[config.mk]
export PLATFORM = sky130hd
export DESIGN_NAME = csv_field_delimiter_core
export DESIGN_NICKNAME = d
export VERILOG_FILES = /design/src/rtl/csv_fd_pkg.sv /design/src/rtl/csv_field_delimiter_core.sv /design/src/rtl/csv_fd_in_stage.sv /design/src/rtl/csv_fd_parser.sv
export SDC_FILE = /design/constraint.sdc
export NUM_CORES = 1
export LEC_CHECK = 0
export ABC_CLOCK_PERIOD_IN_PS = 17700
export BUFFER_PORTS_ARGS = -buffer_cell sky130_fd_sc_hd__buf_2
export CORE_MARGIN = 2
export CORE_UTILIZATION = 34
export DETAILED_ROUTE_END_ITERATION = 10
export SLEW_MARGIN = 5
export SYNTH_ARGS = -nofsm -noshare
export SYNTH_HDL_FRONTEND = slang
export SYNTH_SLANG_ARGS = --single-unit
[constraint.sdc]
create_clock -name aclk -period 17.7 [get_ports aclk]
set_input_delay 2.655 -clock aclk [delete_from_list [all_inputs] [get_ports aclk]]
set_output_delay 2.655 -clock aclk [all_outputs]
set_load 0.1 [all_outputs]
[src/rtl/csv_fd_pkg.sv]
package csv_fd_pkg;

    localparam int OFFSET_BITS_DEF = 24;
    localparam int ROW_BITS_DEF    = 16;
    localparam int COLUMN_BITS_DEF = 10;

    localparam logic [7:0] DELIM_RESET = 8'd44;

    localparam logic [7:0] CH_TAB   = 8'd9;
    localparam logic [7:0] CH_LF    = 8'd10;
    localparam logic [7:0] CH_CR    = 8'd13;
    localparam logic [7:0] CH_SPACE = 8'd32;
    localparam logic [7:0] CH_QUOTE = 8'd34;
    localparam logic [7:0] CH_NBSP  = 8'd160;

    typedef enum logic [2:0] {
        MODE_ROW_START   = 3'd0,
        MODE_LEAD        = 3'd1,
        MODE_UNQUOTED    = 3'd2,
        MODE_QUOTED_LEAD = 3'd3,
        MODE_QUOTED_BODY = 3'd4,
        MODE_AFTER       = 3'd5,
        MODE_DONE        = 3'd6,
        MODE_ERROR       = 3'd7
    } parse_mode_t;

    typedef enum logic [1:0] {
        ST_OK         = 2'd0,
        ST_EOT_QUOTED = 2'd1,
        ST_BAD_CHAR   = 2'd2
    } status_t;

    typedef struct packed {
        logic [7:0] char_in;
        logic       end_of_text;
    } in_item_t;

    function automatic logic is_blank(input logic [7:0] b);
        return (b == CH_SPACE) || (b == CH_TAB) || (b == CH_NBSP);
    endfunction

endpackage

[src/rtl/csv_field_delimiter_core.sv]
// channel   | ports                       | tdata / tuser / tlast
// s (in)    | s_tvalid s_tready s_tdata   | char_in ; tlast end_of_text
// m (out)   | m_tvalid m_tready m_tdata   | row, column, start, end ; tuser status ;
//           |                             | tlast end_of_row
// cfg       | cfg_valid cfg_ready cfg_data| delimiter
//
// one item per cycle while the result side is not stalled; an input item goes
// through the input register, then parse logic into the result register
// the per-byte state update is one short combinational step per cycle
// aresetn synchronous active low: row start, all counters zero, delimiter comma
// a stalled result register holds the next item in the input register only
module csv_field_delimiter_core #(
    parameter int OFFSET_BITS = csv_fd_pkg::OFFSET_BITS_DEF,
    parameter int ROW_BITS    = csv_fd_pkg::ROW_BITS_DEF,
    parameter int COLUMN_BITS = csv_fd_pkg::COLUMN_BITS_DEF,
    localparam int FIELDS_W   = ROW_BITS + COLUMN_BITS + 2 * OFFSET_BITS,
    localparam int M_TDATA_W  = ((FIELDS_W + 7) / 8) * 8
) (
    input  logic                 aclk,
    input  logic                 aresetn,
    input  logic                 cfg_valid,
    output logic                 cfg_ready,
    input  logic [7:0]           cfg_data,  // delimiter
    input  logic                 s_tvalid,
    output logic                 s_tready,
    input  logic [7:0]           s_tdata,   // char_in
    input  logic                 s_tlast,   // end_of_text
    output logic                 m_tvalid,
    input  logic                 m_tready,
    output logic [M_TDATA_W-1:0] m_tdata,   // row_index, column_index, field_start, field_end
    output logic [1:0]           m_tuser,   // status
    output logic                 m_tlast    // end_of_row
);
    import csv_fd_pkg::*;

    logic [7:0]             delim_reg;
    logic                   in_valid;
    in_item_t               in_item;
    logic                   in_take;
    logic [ROW_BITS-1:0]    out_row;
    logic [COLUMN_BITS-1:0] out_column;
    logic [OFFSET_BITS-1:0] out_start;
    logic [OFFSET_BITS-1:0] out_end;

    assign cfg_ready = 1'b1;

    always_ff @(posedge aclk) begin
        if (!aresetn) begin
            delim_reg <= DELIM_RESET;
        end else if (cfg_valid) begin
            delim_reg <= cfg_data;
        end
    end

    csv_fd_in_stage u_in_stage (
        .aclk     (aclk),
        .aresetn  (aresetn),
        .s_tvalid (s_tvalid),
        .s_tready (s_tready),
        .s_tdata  (s_tdata),
        .s_tlast  (s_tlast),
        .in_valid (in_valid),
        .in_item  (in_item),
        .in_take  (in_take)
    );

    csv_fd_parser #(
        .OFFSET_BITS (OFFSET_BITS),
        .ROW_BITS    (ROW_BITS),
        .COLUMN_BITS (COLUMN_BITS)
    ) u_parser (
        .aclk       (aclk),
        .aresetn    (aresetn),
        .delimiter  (delim_reg),
        .in_valid   (in_valid),
        .in_item    (in_item),
        .in_take    (in_take),
        .out_valid  (m_tvalid),
        .out_ready  (m_tready),
        .out_status (m_tuser),
        .out_row    (out_row),
        .out_column (out_column),
        .out_start  (out_start),
        .out_end    (out_end),
        .out_eor    (m_tlast)
    );

    assign m_tdata = M_TDATA_W'({out_end, out_start, out_column, out_row});

endmodule

[src/rtl/csv_fd_in_stage.sv]
module csv_fd_in_stage (
    input  logic                 aclk,
    input  logic                 aresetn,
    input  logic                 s_tvalid,
    output logic                 s_tready,
    input  logic [7:0]           s_tdata,   // char_in
    input  logic                 s_tlast,   // end_of_text
    output logic                 in_valid,
    output csv_fd_pkg::in_item_t in_item,
    input  logic                 in_take
);
    import csv_fd_pkg::*;

    logic     valid_reg;
    in_item_t item_reg;

    assign s_tready = !valid_reg || in_take;
    assign in_valid = valid_reg;
    assign in_item  = item_reg;

    always_ff @(posedge aclk) begin
        if (!aresetn) begin
            valid_reg <= 1'b0;
        end else if (s_tready) begin
            valid_reg <= s_tvalid;
        end
    end

    always_ff @(posedge aclk) begin
        if (s_tready && s_tvalid) begin
            item_reg.char_in     <= s_tdata;
            item_reg.end_of_text <= s_tlast;
        end
    end

endmodule

[src/rtl/csv_fd_parser.sv]
module csv_fd_parser #(
    parameter int OFFSET_BITS = csv_fd_pkg::OFFSET_BITS_DEF,
    parameter int ROW_BITS    = csv_fd_pkg::ROW_BITS_DEF,
    parameter int COLUMN_BITS = csv_fd_pkg::COLUMN_BITS_DEF
) (
    input  logic                    aclk,
    input  logic                    aresetn,
    input  logic [7:0]              delimiter,
    input  logic                    in_valid,
    input  csv_fd_pkg::in_item_t    in_item,
    output logic                    in_take,
    output logic                    out_valid,
    input  logic                    out_ready,
    output logic [1:0]              out_status,
    output logic [ROW_BITS-1:0]     out_row,
    output logic [COLUMN_BITS-1:0]  out_column,
    output logic [OFFSET_BITS-1:0]  out_start,
    output logic [OFFSET_BITS-1:0]  out_end,
    output logic                    out_eor
);
    import csv_fd_pkg::*;

    localparam logic [OFFSET_BITS-1:0] OFF_MAX = '1;
    localparam logic [ROW_BITS-1:0]    ROW_MAX = '1;
    localparam logic [COLUMN_BITS-1:0] COL_MAX = '1;

    parse_mode_t            mode_reg, mode_next;
    logic [OFFSET_BITS-1:0] pos_reg, pos_next;
    logic [OFFSET_BITS-1:0] start_reg, start_next;
    logic [OFFSET_BITS-1:0] end_reg, end_next;
    logic [ROW_BITS-1:0]    row_reg, row_next;
    logic [COLUMN_BITS-1:0] col_reg, col_next;
    logic                   pcr_reg, pcr_next;

    logic                   out_valid_reg;
    status_t                status_reg;
    logic [ROW_BITS-1:0]    orow_reg;
    logic [COLUMN_BITS-1:0] ocol_reg;
    logic [OFFSET_BITS-1:0] ostart_reg;
    logic [OFFSET_BITS-1:0] oend_reg;
    logic                   oeor_reg;

    logic                   room;
    logic                   item_go;
    logic [7:0]             b;
    logic                   eot;
    logic                   b_blank, b_nl, b_delim, b_quote;
    logic [OFFSET_BITS-1:0] q_inc;
    logic                   after_go;
    logic [OFFSET_BITS-1:0] after_start, after_end;

    logic                   emit_valid;
    status_t                emit_status;
    logic [OFFSET_BITS-1:0] emit_start, emit_end;
    logic                   emit_eor;

    assign b       = in_item.char_in;
    assign eot     = in_item.end_of_text;
    assign b_blank = is_blank(b);
    assign b_nl    = (b == CH_LF) || (b == CH_CR);
    assign b_delim = (b == delimiter);
    assign b_quote = (b == CH_QUOTE);
    assign q_inc   = (pos_reg == OFF_MAX) ? pos_reg : pos_reg + 1'b1;

    assign room    = !out_valid_reg || out_ready;
    assign in_take = in_valid && room;
    assign item_go = in_take && (mode_reg != MODE_DONE) && (mode_reg != MODE_ERROR);

    // next state
    always_comb begin
        logic lead_go;
        lead_go     = 1'b0;
        mode_next   = mode_reg;
        pos_next    = pos_reg;
        start_next  = start_reg;
        end_next    = end_reg;
        row_next    = row_reg;
        col_next    = col_reg;
        pcr_next    = pcr_reg;
        after_go    = 1'b0;
        after_start = start_reg;
        after_end   = end_reg;
        if (item_go) begin
            if (eot) begin
                unique case (mode_reg)
                    MODE_QUOTED_LEAD, MODE_QUOTED_BODY: mode_next = MODE_ERROR;
                    default:                            mode_next = MODE_DONE;
                endcase
            end else begin
                pos_next = q_inc;
                unique case (mode_reg)
                    MODE_ROW_START: begin
                        pcr_next = 1'b0;
                        if (!(pcr_reg && (b == CH_LF))) begin
                            lead_go = 1'b1;
                        end
                    end
                    MODE_LEAD: begin
                        lead_go = 1'b1;
                    end
                    MODE_UNQUOTED: begin
                        if (b_nl || b_delim) begin
                            after_go = 1'b1;
                        end else if (!b_blank) begin
                            end_next = q_inc;
                        end
                    end
                    MODE_QUOTED_LEAD: begin
                        if (b_quote) begin
                            mode_next = MODE_AFTER;
                        end else if (b_blank) begin
                            start_next = q_inc;
                            end_next   = q_inc;
                        end else begin
                            end_next  = q_inc;
                            mode_next = MODE_QUOTED_BODY;
                        end
                    end
                    MODE_QUOTED_BODY: begin
                        if (b_quote) begin
                            mode_next = MODE_AFTER;
                        end else if (!b_blank) begin
                            end_next = q_inc;
                        end
                    end
                    default: begin
                        after_go = 1'b1;
                    end
                endcase
                if (lead_go) begin
                    mode_next = MODE_LEAD;
                    if (b_blank) begin
                        mode_next = MODE_LEAD;
                    end else if (b_quote) begin
                        start_next = q_inc;
                        end_next   = q_inc;
                        mode_next  = MODE_QUOTED_LEAD;
                    end else begin
                        start_next = pos_reg;
                        end_next   = pos_reg;
                        mode_next  = MODE_UNQUOTED;
                        if (b_nl || b_delim) begin
                            after_go    = 1'b1;
                            after_start = pos_reg;
                            after_end   = pos_reg;
                        end else begin
                            end_next = q_inc;
                        end
                    end
                end
                if (after_go) begin
                    mode_next = MODE_AFTER;
                    if (b_blank) begin
                        mode_next = MODE_AFTER;
                    end else if (b_nl) begin
                        row_next  = (row_reg == ROW_MAX) ? row_reg : row_reg + 1'b1;
                        col_next  = '0;
                        pcr_next  = (b == CH_CR);
                        mode_next = MODE_ROW_START;
                    end else if (b_delim) begin
                        col_next  = (col_reg == COL_MAX) ? col_reg : col_reg + 1'b1;
                        mode_next = MODE_LEAD;
                    end else begin
                        mode_next = MODE_ERROR;
                    end
                end
            end
        end
    end

    // result item
    always_comb begin
        emit_valid  = 1'b0;
        emit_status = ST_OK;
        emit_start  = after_start;
        emit_end    = after_end;
        emit_eor    = 1'b0;
        if (item_go && eot) begin
            unique case (mode_reg)
                MODE_ROW_START: begin
                    emit_valid = 1'b0;
                end
                MODE_LEAD: begin
                    emit_valid = 1'b1;
                    emit_start = pos_reg;
                    emit_end   = pos_reg;
                    emit_eor   = 1'b1;
                end
                MODE_QUOTED_LEAD, MODE_QUOTED_BODY: begin
                    emit_valid  = 1'b1;
                    emit_status = ST_EOT_QUOTED;
                    emit_start  = pos_reg;
                    emit_end    = pos_reg;
                end
                default: begin
                    emit_valid = 1'b1;
                    emit_start = start_reg;
                    emit_end   = end_reg;
                    emit_eor   = 1'b1;
                end
            endcase
        end else if (after_go && !b_blank) begin
            emit_valid = 1'b1;
            if (b_nl) begin
                emit_eor = 1'b1;
            end else if (!b_delim) begin
                emit_status = ST_BAD_CHAR;
                emit_start  = pos_reg;
                emit_end    = pos_reg;
            end
        end
    end

    always_ff @(posedge aclk) begin
        if (!aresetn) begin
            mode_reg  <= MODE_ROW_START;
            pos_reg   <= '0;
            start_reg <= '0;
            end_reg   <= '0;
            row_reg   <= '0;
            col_reg   <= '0;
            pcr_reg   <= 1'b0;
        end else begin
            mode_reg  <= mode_next;
            pos_reg   <= pos_next;
            start_reg <= start_next;
            end_reg   <= end_next;
            row_reg   <= row_next;
            col_reg   <= col_next;
            pcr_reg   <= pcr_next;
        end
    end

    always_ff @(posedge aclk) begin
        if (!aresetn) begin
            out_valid_reg <= 1'b0;
        end else if (room) begin
            out_valid_reg <= emit_valid;
        end
    end

    always_ff @(posedge aclk) begin
        if (emit_valid) begin
            status_reg <= emit_status;
            orow_reg   <= row_reg;
            ocol_reg   <= col_reg;
            ostart_reg <= emit_start;
            oend_reg   <= emit_end;
            oeor_reg   <= emit_eor;
        end
    end

    assign out_valid  = out_valid_reg;
    assign out_status = status_reg;
    assign out_row    = orow_reg;
    assign out_column = ocol_reg;
    assign out_start  = ostart_reg;
    assign out_end    = oend_reg;
    assign out_eor    = oeor_reg;

    a_error_sticky: assert property (@(posedge aclk) disable iff (!aresetn)
        mode_reg == MODE_ERROR |=> mode_reg == MODE_ERROR)
        else $error("error mode left without reset");

    a_done_sticky: assert property (@(posedge aclk) disable iff (!aresetn)
        mode_reg == MODE_DONE |=> mode_reg == MODE_DONE)
        else $error("done mode left without reset");

    a_bad_item_stops: assert property (@(posedge aclk) disable iff (!aresetn)
        (emit_valid && emit_status != ST_OK) |=> mode_reg == MODE_ERROR)
        else $error("error item sent but parser not stopped");

    // end of text right after a cr leaves the flag set in done mode
    a_pending_cr_row_start: assert property (@(posedge aclk) disable iff (!aresetn)
        pcr_reg |-> (mode_reg == MODE_ROW_START || mode_reg == MODE_DONE))
        else $error("pending cr outside row start");

endmodule

==> results of run 1 <==
==> cell usage in the layout, fill, tap and decap left out, types with 10 or more instances in the layout <==
| cell | Yosys | routed |
|---|---|---|
| sky130_fd_sc_hd__mux2_4 | 20 | 20 |
| sky130_fd_sc_hd__inv_1 | 10 | 10 |
| sky130_fd_sc_hd__a211oi_1 | 15 | 15 |
| sky130_fd_sc_hd__nor3_1 | 15 | 15 |
| sky130_fd_sc_hd__buf_2 | 17 | 100 |
| sky130_fd_sc_hd__dfxtp_1 | 112 | 112 |
| sky130_fd_sc_hd__o21ai_0 | 45 | 45 |
| sky130_fd_sc_hd__mux2i_1 | 13 | 13 |
| sky130_fd_sc_hd__clkbuf_16 | 0 | 17 |
| sky130_fd_sc_hd__nand2_1 | 85 | 85 |
| sky130_fd_sc_hd__xor2_1 | 21 | 21 |
| sky130_fd_sc_hd__nor2_1 | 105 | 105 |
| sky130_fd_sc_hd__a31oi_1 | 12 | 12 |
| sky130_fd_sc_hd__a21oi_1 | 58 | 58 |
| sky130_fd_sc_hd__xnor2_1 | 43 | 43 |
| sky130_fd_sc_hd__mux2_2 | 28 | 28 |
| sky130_fd_sc_hd__edfxtp_1 | 86 | 86 |
| sky130_fd_sc_hd__nand4_1 | 16 | 16 |
| sky130_fd_sc_hd__or3_1 | 14 | 14 |
| sky130_fd_sc_hd__nand3_1 | 38 | 38 |
| sky130_fd_sc_hd__buf_4 | 14 | 10 |
==> layout make-up <==
type                    count  area, um2
clock buffers              18        429
clock inverters            14        234
inverters                  11       41.3
well taps                 384        480
fillers                  2838      17300
multi-input cells         686       4540
repair buffers            110        576
flip-flops and latches    198       4820
==> metal layers <==
| layer | GRT usage | wire (um) |
|---|---|---|
| met5 | 0 | 0 |
| met4 | 0.0576 | 500 |
| met3 | 0.0384 | 1740 |
| met2 | 0.257 | 11500 |
| met1 | 0.238 | 11900 |
==> power by group <==
group | internal (uW) | switching (uW) | leakage, uW | total [uW]
registers | 485 | 9.02 | 0.00178 | 494
clock network | 256 | 188 | 0.000324 | 444
logic | 25.2 | 70.8 | 0.00188 | 96.0
==> worst max-delay path: cells and delay by family <==
kind / cells / cell delay (ps)
buffers and inverters: 2 / 400
AND/OR/NAND/NOR: 2 / 260
==> through the flow <==
step	total power (uW)	hold slack [ps]	cell area (um2)	setup slack (ps)	std cells
CTS	1040	457	11100	11720	1421
floorplan	578	406	9780	9850	967
detailed placement	600	445	10500	11720	1389
finish	1030	454	11100	11730	1421
global placement	599	440	10500	11720	1389
global route	1070	467	11100	11640	1421
==> worst min path at each step <==
| stage | from | to | slack, ps |
|---|---|---|---|
| floorplan | u_parser.row_reg[2] | u_parser.out_row[2] | 410 |
| global placement | u_parser.start_reg[3] | u_parser.start_reg[3] | 440 |
| detailed placement | u_parser.start_reg[6] | u_parser.start_reg[6] | 440 |
| CTS | u_parser.start_reg[6] | u_parser.start_reg[6] | 460 |
| global route | u_parser.end_reg[13] | u_parser.end_reg[13] | 470 |
| finish | u_parser.start_reg[6] | u_parser.start_reg[6] | 450 |
==> cell families after synthesis <==
logic type,count (synthesis),synth area share
simple gates,335,0.175
compound gates,216,0.148
flops,198,0.494
buf+inv,83,0.0443
xor+xnor,64,0.0574
mux,61,0.0764
fa+ha+maj,3,0.00384
other cells,2,0.000769
==> out/summary.txt, run 1 <==
Clock buffer count from CTS - 17
Die width - 173 um
Chain of cells forming the critical path - buf_2 > nor2b_1 > nand2_1 > buf_2
Worst Path Arrival - 3320 ps
Flops & latches, synth - 198
Global-route usage over all layers - 0.170
Number of top-level design ports - 108
Number of antenna violations at the first check in global routing - 0
Die footprint - 30100 um2
Hold buffers post-CTS - 0
Static Leakage - 0.00398 uW
Buffers from clock root to sink, at most - 2
Final Max Tran Viols - 0
Number of distinct library cell variants in the gate-level netlist after synthesis - 83
Share of the yosys chip area belonging to registers - 0.494
Final WL - 25600 um
Final Net Count - 1049
Worst Skew - 17.9 ps
Die boundary height - 173 um
Maximum fanout count along the critical path - 3
Share of post-route cells with drive strength above 1 - 0.218
Origin of the critical flop-to-flop path - u_in_stage.in_item[1]
Number of max-cap violations - 0
Share of the clock period used by the worst path - 0.337
Capturing element of the worst setup path - s_tready
Areal power density over the cells - 92.8 nW/um2
Average vias per placed instance - 5.28
Peak ir drop on the vdd network - 0.0000681 V
Iteration count of the initial detailed-routing pass - 6
Number of global-route vias before repair - 7033
Achievable frequency - 167 MHz
Total congestion overflow - 0
Cell seen most often among critical-path stages - sky130_fd_sc_hd__buf_2
Clock tree from TritonCTS - yes
Root buffer selected by CTS - sky130_fd_sc_hd__clkbuf_16
Async set or reset register ratio after synthesis - 0
Area of the placeable core - 28500 um2
Cell type of the slowest stage on the worst timing path - sky130_fd_sc_hd__buf_2
Leading cell type by number of instances after synthesis - sky130_fd_sc_hd__dfxtp_1
Weighted congestion at the end of routability-driven global placement - 0.942
Worst setup slack for register-to-register paths - 14070 ps
Reg-to-Reg End - u_parser.out_end[14]
Mean instance size in the synthesized netlist - 10.2 um2
Signed area change from the synthesized netlist to the final layout - 14.0%
Initial standard-cell utilization of the core - 0.343
Kind of path behind the tightest hold check - flip-flop to flip-flop
Worst Path Class, Setup - input pin to output port
Post-synth top flop - sky130_fd_sc_hd__dfxtp_1
# port buffers - 100
Share of the core filled with cells in the final layout - 0.391
Resized cells post-CTS - 0
Via count of the routed design - 7499
Hold-critical path depth - 2
Clock-pin slew on the worst setup and hold paths - 80 ps
Worst-Margin Slew - 1030 ps
Worst path max stage delay - 300 ps
Post-CTS repair timing setup buffer count - 0
Number of failing hold endpoints at the final stage - 0
Standard-cell rows - 62
Timing startpoint of the critical path - m_tready
Final setup violation count - 0
Area share of the largest cell type after synthesis - 0.264
Pin count of the biggest net entering global routing - 59
ANT nets after route - 0
Depth of the CTS H-tree - 4
Clock latency on the worst-skew pair - 460 ps
Number of design rule violations left after detail routing - 0
Category of the worst setup path launch point - input pin
Total negative slack for setup checks - 0 ps
EDFF count, synth - 86
Ant. Diodes - 0
Routed wirelength normalized by instance count - 18.0 um
Req. time, crit path - 15050 ps
Most common library cells after synthesis - sky130_fd_sc_hd__dfxtp_1 (112), sky130_fd_sc_hd__nor2_1 (105), sky130_fd_sc_hd__edfxtp_1 (86), sky130_fd_sc_hd__nand2_1 (85), sky130_fd_sc_hd__a21oi_1 (58)
Worst Setup End Kind - output port
Detailed Place HPWL - 17200 um
Crit path time final - 5970 ps
Largest area contributor in the netlist - sky130_fd_sc_hd__edfxtp_1
Yosys Warn Count - 0
Slew margin rel. - 0.306
Setup repair after global routing missed its margin - false
First-pass GRT wire length - 40400 um
Cell types with the largest area share after synthesis - sky130_fd_sc_hd__edfxtp_1 (26%), sky130_fd_sc_hd__dfxtp_1 (23%), sky130_fd_sc_hd__nor2_1 (4.0%), sky130_fd_sc_hd__xnor2_1 (3.9%), sky130_fd_sc_hd__nand2_1 (3.3%)
Sink Count - 198
Cells on worst reg2reg path - 6
Number of design-rule violations left by the first detailed-router iteration - 698
Synthesized instance count - 962
Synth Cell Area - 9770 um2
Result of the run - completed
Power figures use the tool's default switching activity.
==> run 2: changes to the inputs <==
--- a/config.mk
+++ b/config.mk
@@ -5,7 +5,7 @@
 export SDC_FILE = /design/constraint.sdc
 export NUM_CORES = 1
 export LEC_CHECK = 0
-export ABC_CLOCK_PERIOD_IN_PS = 17700
+export ABC_CLOCK_PERIOD_IN_PS = 5000
 export BUFFER_PORTS_ARGS = -buffer_cell sky130_fd_sc_hd__buf_2
 export CORE_MARGIN = 2
 export CORE_UTILIZATION = 34
==> constraint.sdc (replaced) <==
create_clock -name aclk -period 5 [get_ports aclk]
set_input_delay 0.75 -clock aclk [delete_from_list [all_inputs] [get_ports aclk]]
set_output_delay 0.75 -clock aclk [all_outputs]
set_load 0.1 [all_outputs]
==> run 2 against run 1 <==
Against the previous run:
- final area is 0.69% lower
- combinational power grew to 3.6 times the previous value
- register-to-register slack worse by 12000 ps
- sequential share of layout area is 0.30 points higher
- final cell count hardly changed
- clock skew is 7.9 ps lower
- critical path depth is 3 higher
- first-iteration DRC count is 4.9% lower
- die area stayed put
- global-route usage is 0.63 points higher
- total power grew to 3.3 times the previous value
- count of clock-buffer cells in the layout stayed put
==> out/summary.txt, run 2 (synthesis gave the netlist of run 1 again) <==
Final-layout fill cell count - 2818 (-0.70%)
Total congestion overflow - 0 (unchanged)
Number of global-route vias before repair - 7097 (+0.91%)
Reg-to-Reg End - u_parser.out_start[14]
Peak ir drop on the vdd network - 0.000251 V (+270%)
Number of design rule violations left after detail routing - 0 (unchanged)
Hold buffers post-CTS - 0 (unchanged)
Share of post-route cells with drive strength above 1 - 0.217 (-0.00117)
First-pass GRT wire length - 41200 um (+2.2%)
Leading cell type in the layout, fill and taps excluded - sky130_fd_sc_hd__dfxtp_1
Depth of the CTS H-tree - 4 (unchanged)
Final Net Count - 1050 (+0.095%)
Routed wirelength normalized by instance count - 18.5 um (+3.1%)
Number of design-rule violations left by the first detailed-router iteration - 664 (-4.9%)
Die footprint - 30100 um2 (unchanged)
Clock buffer count from CTS - 17 (unchanged)
Iteration count of the initial detailed-routing pass - 5 (-1)
Resized cells post-CTS - 0 (unchanged)
Detailed Place HPWL - 18000 um (+4.3%)
Result of the run - completed
# port buffers - 100 (unchanged)
Number of antenna violations at the first check in global routing - 0 (unchanged)
Maximum fanout count along the critical path - 53 (+50)
Weighted congestion at the end of routability-driven global placement - 0.927 (-1.6%)
Uppermost signal routing layer after detailed routing - met4
Worst Setup End Kind - flip-flop
Clock-pin slew on the worst setup and hold paths - 70 ps (about the same)
Share of the clock period used by the worst path - 0.662
Worst-Margin Slew - 1080 ps (+49.8 ps)
Most frequent cells in the layout - sky130_fd_sc_hd__dfxtp_1 (112), sky130_fd_sc_hd__nor2_1 (105), sky130_fd_sc_hd__buf_2 (100)
Die width - 173 um (unchanged)
Static Leakage - 0.00394 uW (-0.99%)
Achievable frequency - 302 MHz
Total negative slack for setup checks - 0 ps (unchanged)
Req. time, crit path - 5120 ps (-9930 ps)
Pin count of the biggest net entering global routing - 69 (+17%)
Number of max-cap violations - 0 (unchanged)
ANT nets after route - 0 (unchanged)
Hold Path Origin - u_parser.start_reg[13]
End of the worst hold path - u_parser.start_reg[13]
Via count of the routed design - 7535 (+0.48%)
Clock latency on the worst-skew pair - 450 ps (about the same)
Total power draw - 3450 uW (+230%)
Average vias per placed instance - 5.30 (+0.41%)
Signed area change from the synthesized netlist to the final layout - 13.2%
Post-CTS repair timing setup buffer count - 0 (unchanged)
Ant. Diodes - 0 (unchanged)
Die boundary height - 173 um (unchanged)
Standard-cell rows - 62 (unchanged)
Worst Path Class, Setup - flip-flop to flip-flop
Sink Count - 198 (unchanged)
Number of top-level design ports - 108 (unchanged)
DRT met1 WL - 12400 um (+4.3%)
Worst setup slack for register-to-register paths - 1690 ps (-12380 ps)
Setup repair after global routing missed its margin - false
Origin of the critical flop-to-flop path - u_in_stage.in_item[1]
Hold-critical path depth - 2 (unchanged)
Crit path time final - 3310 ps
Worst Skew - 9.97 ps (-7.93 ps)
Final setup violation count - 0 (unchanged)
Clock tree from TritonCTS - yes
Met3 WL - 1610 um (-7.5%)
Buffers from clock root to sink, at most - 2 (unchanged)
Cells on worst reg2reg path - 7 (+1)
Initial standard-cell utilization of the core - 0.343 (unchanged)
Category of the worst setup path launch point - flip-flop
Kind of path behind the tightest hold check - flip-flop to flip-flop
Final Max Tran Viols - 0 (unchanged)
Area of the placeable core - 28500 um2 (unchanged)
Areal power density over the cells - 312 nW/um2 (+240%)
Global-route usage over all layers - 0.176 (+0.00625)
Number of failing hold endpoints at the final stage - 0 (unchanged)
Worst Path Arrival - 3430 ps (+110 ps)
Slew margin rel. - 0.277 (-0.0298)
Met2 wire length - 11700 um (+1.9%)
Final WL - 26400 um (+3.1%)
Root buffer selected by CTS - sky130_fd_sc_hd__clkbuf_16
==> run 2: cell types whose count changed in the layout (fill, tap and decap cells not counted) <==
cell,before,now
sky130_fd_sc_hd__buf_12,0,1
sky130_fd_sc_hd__bufinv_16,5,1
sky130_fd_sc_hd__clkinv_1,0,2
sky130_fd_sc_hd__clkinv_4,2,3
sky130_fd_sc_hd__clkinvlp_4,0,1
==> run 2: final cells by class <==
| class | count | area (um2) | area share |
|---|---|---|---|
| well taps | 384 | 480 | 0.0435 |
| repair buffers | 111 | 596 | 0.0539 |
| flip-flops and latches | 198 | 4820 | 0.437 |
| clock inverters | 14 | 138 | 0.0125 |
| clock buffers | 18 | 429 | 0.0388 |
| multi-input cells | 686 | 4540 | 0.411 |
| inverters | 11 | 41.3 | 0.00374 |
==> run 2: per-layer routing <==
metal | vias to the layer above | global-route usage
met5 | - | 0
met4 | 0 | 0.0763
met3 | 43 | 0.0300
met2 | 269 | 0.265
met1 | 3583 | 0.248
li1 | 3640 | -
==> run 2: worst max path at each step <==
stage | start | slack, ps | endpoint | depth (start not counted)
6_report | u_in_stage.in_item[1] | 1690 | u_parser.out_start[14] | 7
5_1_grt | u_in_stage.in_item[1] | 1540 | u_parser.out_start[14] | 7
4_1_cts | u_in_stage.in_item[1] | 1720 | u_parser.out_end[14] | 7
3_5_place_dp | m_tready | 1600 | u_parser.out_start[11] | 9
3_3_place_gp | m_tready | 1640 | u_parser.out_start[11] | 9
2_1_floorplan | u_parser.out_valid | 700 | u_parser.out_column[0] | 6
==> run 2: worst max-delay path, cell delays in order (launching register included) <==
cell,delay [ps]
sky130_fd_sc_hd__edfxtp_1,500
sky130_fd_sc_hd__nor3b_4,340
sky130_fd_sc_hd__and3_1,600
sky130_fd_sc_hd__nor4_4,50
sky130_fd_sc_hd__buf_4,230
sky130_fd_sc_hd__o21ai_0,750
sky130_fd_sc_hd__o22ai_4,120
sky130_fd_sc_hd__buf_4,370
==> run 2: per-stage QoR <==
step	worst slack, ps	cell area [um2]	std cells	hold WS [ps]	utilization
CTS	1720	11100	1422	457	0.388
global placement	1640	10500	1390	435	0.368
finish	1690	11100	1422	452	0.388
floorplan	695	9790	967	406	-
global route	1540	11100	1422	465	0.388
detailed placement	1600	10500	1390	446	0.368
==> run 2: report_power, final <==
part           switching [uW]  internal (uW)
clock                     655            700
sequential               30.9           1720
combinational             255           88.9
==> run 3: changes to the inputs <==
--- a/config.mk
+++ b/config.mk
@@ -5,7 +5,7 @@
 export SDC_FILE = /design/constraint.sdc
 export NUM_CORES = 1
 export LEC_CHECK = 0
-export ABC_CLOCK_PERIOD_IN_PS = 5000
+export ABC_CLOCK_PERIOD_IN_PS = 3400
 export BUFFER_PORTS_ARGS = -buffer_cell sky130_fd_sc_hd__buf_2
 export CORE_MARGIN = 2
 export CORE_UTILIZATION = 34
==> constraint.sdc (replaced) <==
create_clock -name aclk -period 3.4 [get_ports aclk]
set_input_delay 0.51 -clock aclk [delete_from_list [all_inputs] [get_ports aclk]]
set_output_delay 0.51 -clock aclk [all_outputs]
set_load 0.1 [all_outputs]
==> run 3 against run 2 <==
Against the previous run:
- sequential power up 46%
- final cell count increased by 2.1%
- via count up 1.2%
- clock power is 55% higher
- critical path depth unchanged
- maximum frequency increased by 16%
- clock skew increased by 6.5 ps
- critical path type unchanged
- critical endpoint is now u_parser.start_reg[9]
==> out/summary.txt, run 3 (synthesis gave the netlist of run 1 again) <==
Number of failing hold endpoints at the final stage - 0 (unchanged)
Hold buffers post-CTS - 0 (unchanged)
Share of total power consumed by net switching - 0.267 (-0.00653)
Switching power of the nets - 1390 uW (+47%)
Worst Path Arrival - 3220 ps (-210 ps)
Die boundary height - 173 um (unchanged)
Final setup violation count - 0 (unchanged)
Final-layout fill cell count - 2783 (-1.2%)
Chain of cells forming the critical path - nor4_1 > o21ai_2 > nor2_1 > o21ai_2 > a31o_2 > a2bb2oi_1 > nor2_1
Portion of total power attributed to sequential cells - 0.493 (-0.014)
Post-CTS repair timing setup buffer count - 0 (unchanged)
# port buffers - 100 (unchanged)
WP buf/inv - 0 (-2)
Final Net Count - 1080 (+2.9%)
Areal power density over the cells - 458 nW/um2 (+47%)
Detailed Place HPWL - 18500 um (+3.1%)
Combinational share of power - 0.101 (about the same)
DRT met1 WL - 12800 um (+3.0%)
Crit path time final - 2850 ps (-463 ps)
Number of design rule violations left after detail routing - 0 (unchanged)
Number of max-cap violations - 0 (unchanged)
First-pass GRT wire length - 41100 um (-0.33%)
Leading cell type in the layout, fill and taps excluded - sky130_fd_sc_hd__dfxtp_1
Most frequent cells in the layout - sky130_fd_sc_hd__dfxtp_1 (111), sky130_fd_sc_hd__nor2_1 (105), sky130_fd_sc_hd__buf_2 (100)
Final Max Tran Viols - 0 (unchanged)
Root buffer selected by CTS - sky130_fd_sc_hd__clkbuf_16
Depth of the CTS H-tree - 4 (unchanged)
Worst Setup End Kind - flip-flop
Number of global-route vias before repair - 7105 (+0.11%)
Number of top-level design ports - 108 (unchanged)
Die footprint - 30100 um2 (unchanged)
Met3 WL - 2070 um (+28%)
Routed wirelength normalized by instance count - 18.2 um (-1.8%)
Worst Path Class, Setup - flip-flop to flip-flop
Total congestion overflow - 0 (unchanged)
Uppermost signal routing layer after detailed routing - met5
Signed area change from the synthesized netlist to the final layout - 16.3%
Weighted congestion at the end of routability-driven global placement - 0.949 (+2.4%)
Share of post-route cells with drive strength above 1 - 0.242 (+0.0248)
Share of the clock period used by the worst path - 0.837 (+0.175)
Slew margin rel. - 0.408 (+0.131)
Global-route usage over all layers - 0.175 (-0.00106)
Post-DP Area - 10700 um2 (+2.5%)
Static Leakage - 0.00413 uW (+4.7%)
Total negative slack for setup checks - 0 ps (unchanged)
Via count of the routed design - 7626 (+1.2%)
Clock buffer count from CTS - 17 (unchanged)
Pin count of the biggest net entering global routing - 69 (unchanged)
Achievable frequency - 351 MHz (+16%)
Category of the worst setup path launch point - flip-flop
Number of antenna violations at the first check in global routing - 1 (+1)
Part of the power in the clock network - 0.406 (+0.013)
Buffers from clock root to sink, at most - 2 (unchanged)
Average vias per placed instance - 5.25 (-0.88%)
Req. time, crit path - 3770 ps (-1350 ps)
Resized cells post-CTS - 0 (unchanged)
Final WL - 26400 um (+0.24%)
Standard-cell rows - 62 (unchanged)
Area of the placeable core - 28500 um2 (unchanged)
Number of design-rule violations left by the first detailed-router iteration - 693 (+4.4%)
ANT nets after route - 0 (unchanged)
Iteration count of the initial detailed-routing pass - 5 (unchanged)
Clock tree from TritonCTS - yes
Post-route cell area - 11400 um2 (+2.8%)
Cell type of the slowest stage on the worst timing path - sky130_fd_sc_hd__nor2_1
Initial standard-cell utilization of the core - 0.343 (unchanged)
Clock-pin slew on the worst setup and hold paths - 70 ps (about the same)
Met2 wire length - 10900 um (-6.3%)
Setup repair after global routing missed its margin - false
Clock latency on the worst-skew pair - 440 ps (about the same)
Maximum fanout count along the critical path - 19 (-64%)
Worst path max stage delay - 590 ps (-160 ps)
Peak ir drop on the vdd network - 0.000347 V (+38%)
Kind of path behind the tightest hold check - input pin to flip-flop
Worst Skew - 16.5 ps (+6.48 ps)
Result of the run - completed
Worst-Margin Slew - 881 ps (-203 ps)
Ant. Diodes - 0 (unchanged)
Internal power - 3820 uW (+52%)
Sink Count - 198 (unchanged)
Die width - 173 um (unchanged)
CP top delay family - simple AND/OR/NAND/NOR gates
-- run 3: cell types whose count changed in the layout (fill, tap and decap cells not counted) --
cell,previous run,this run
sky130_fd_sc_hd__bufinv_16,1,2
sky130_fd_sc_hd__clkbuf_1,1,0
sky130_fd_sc_hd__inv_2,1,0
sky130_fd_sc_hd__dfxtp_2,0,1
sky130_fd_sc_hd__dfxtp_1,112,111
sky130_fd_sc_hd__clkinvlp_4,1,0
sky130_fd_sc_hd__buf_4,10,37
sky130_fd_sc_hd__clkinv_1,2,1
sky130_fd_sc_hd__clkbuf_8,0,2
sky130_fd_sc_hd__clkinv_2,0,1
sky130_fd_sc_hd__buf_12,1,4
-- run 3: area by class of cell --
class | instances | area (um2) | share of cell area
clock buffer | 19 | 453 | 0.0399
clock inverter | 13 | 158 | 0.0139
multi-input combinational | 686 | 4540 | 0.400
timing repair buffer | 141 | 858 | 0.0756
sequential | 198 | 4830 | 0.425
tap | 384 | 480 | 0.0423
inverter | 11 | 41.3 | 0.00363
-- run 3: worst paths after layout --
check	startpoint	end	slack, ps	depth (start not counted)
setup reg to reg	u_in_stage.in_item[3]	u_parser.start_reg[9]	550	7
hold / removal	s_tdata[5]	u_in_stage.in_item[6]	250	1
setup / recovery	u_in_stage.in_item[3]	u_parser.start_reg[9]	550	7
hold reg to reg	u_parser.start_reg[3]	u_parser.start_reg[3]	450	2
-- run 3: power groups by stage --
stage,registers [uW],logic [uW],clock network (uW)
finish,2560,524,2110
floorplan,2700,308,0
global route,2570,556,2240
global placement,2620,517,0
detailed placement,2620,518,0
CTS,2560,520,2170
-- run 3: per-layer routing --
metal  vias to the layer above  global-route usage
met5                         -                   0
met4                         2              0.0629
met3                        40              0.0447
met2                       297               0.249
met1                      3595               0.254
li1                       3692                   -
-- run 3: through the flow --
stage | setup WS, ps | util | hold slack, ps | std cells | power, uW
2_1_floorplan | 46.8 | - | 406 | 967 | 3010
3_3_place_gp | 615 | 0.378 | 437 | 1420 | 3140
3_5_place_dp | 630 | 0.378 | 446 | 1420 | 3140
4_1_cts | 614 | 0.399 | 234 | 1452 | 5250
5_1_grt | 314 | 0.399 | 232 | 1452 | 5370
6_report | 555 | 0.399 | 248 | 1452 | 5200
-- run 3: worst register-to-register path, cell delays in order, from the launching register on --
cell and delay [ps]:
sky130_fd_sc_hd__edfxtp_1 480, sky130_fd_sc_hd__nor4_1 540, sky130_fd_sc_hd__o21ai_2 220, sky130_fd_sc_hd__nor2_1 590, sky130_fd_sc_hd__o21ai_2 390, sky130_fd_sc_hd__a31o_2 320, sky130_fd_sc_hd__a2bb2oi_1 120, sky130_fd_sc_hd__nor2_1 110
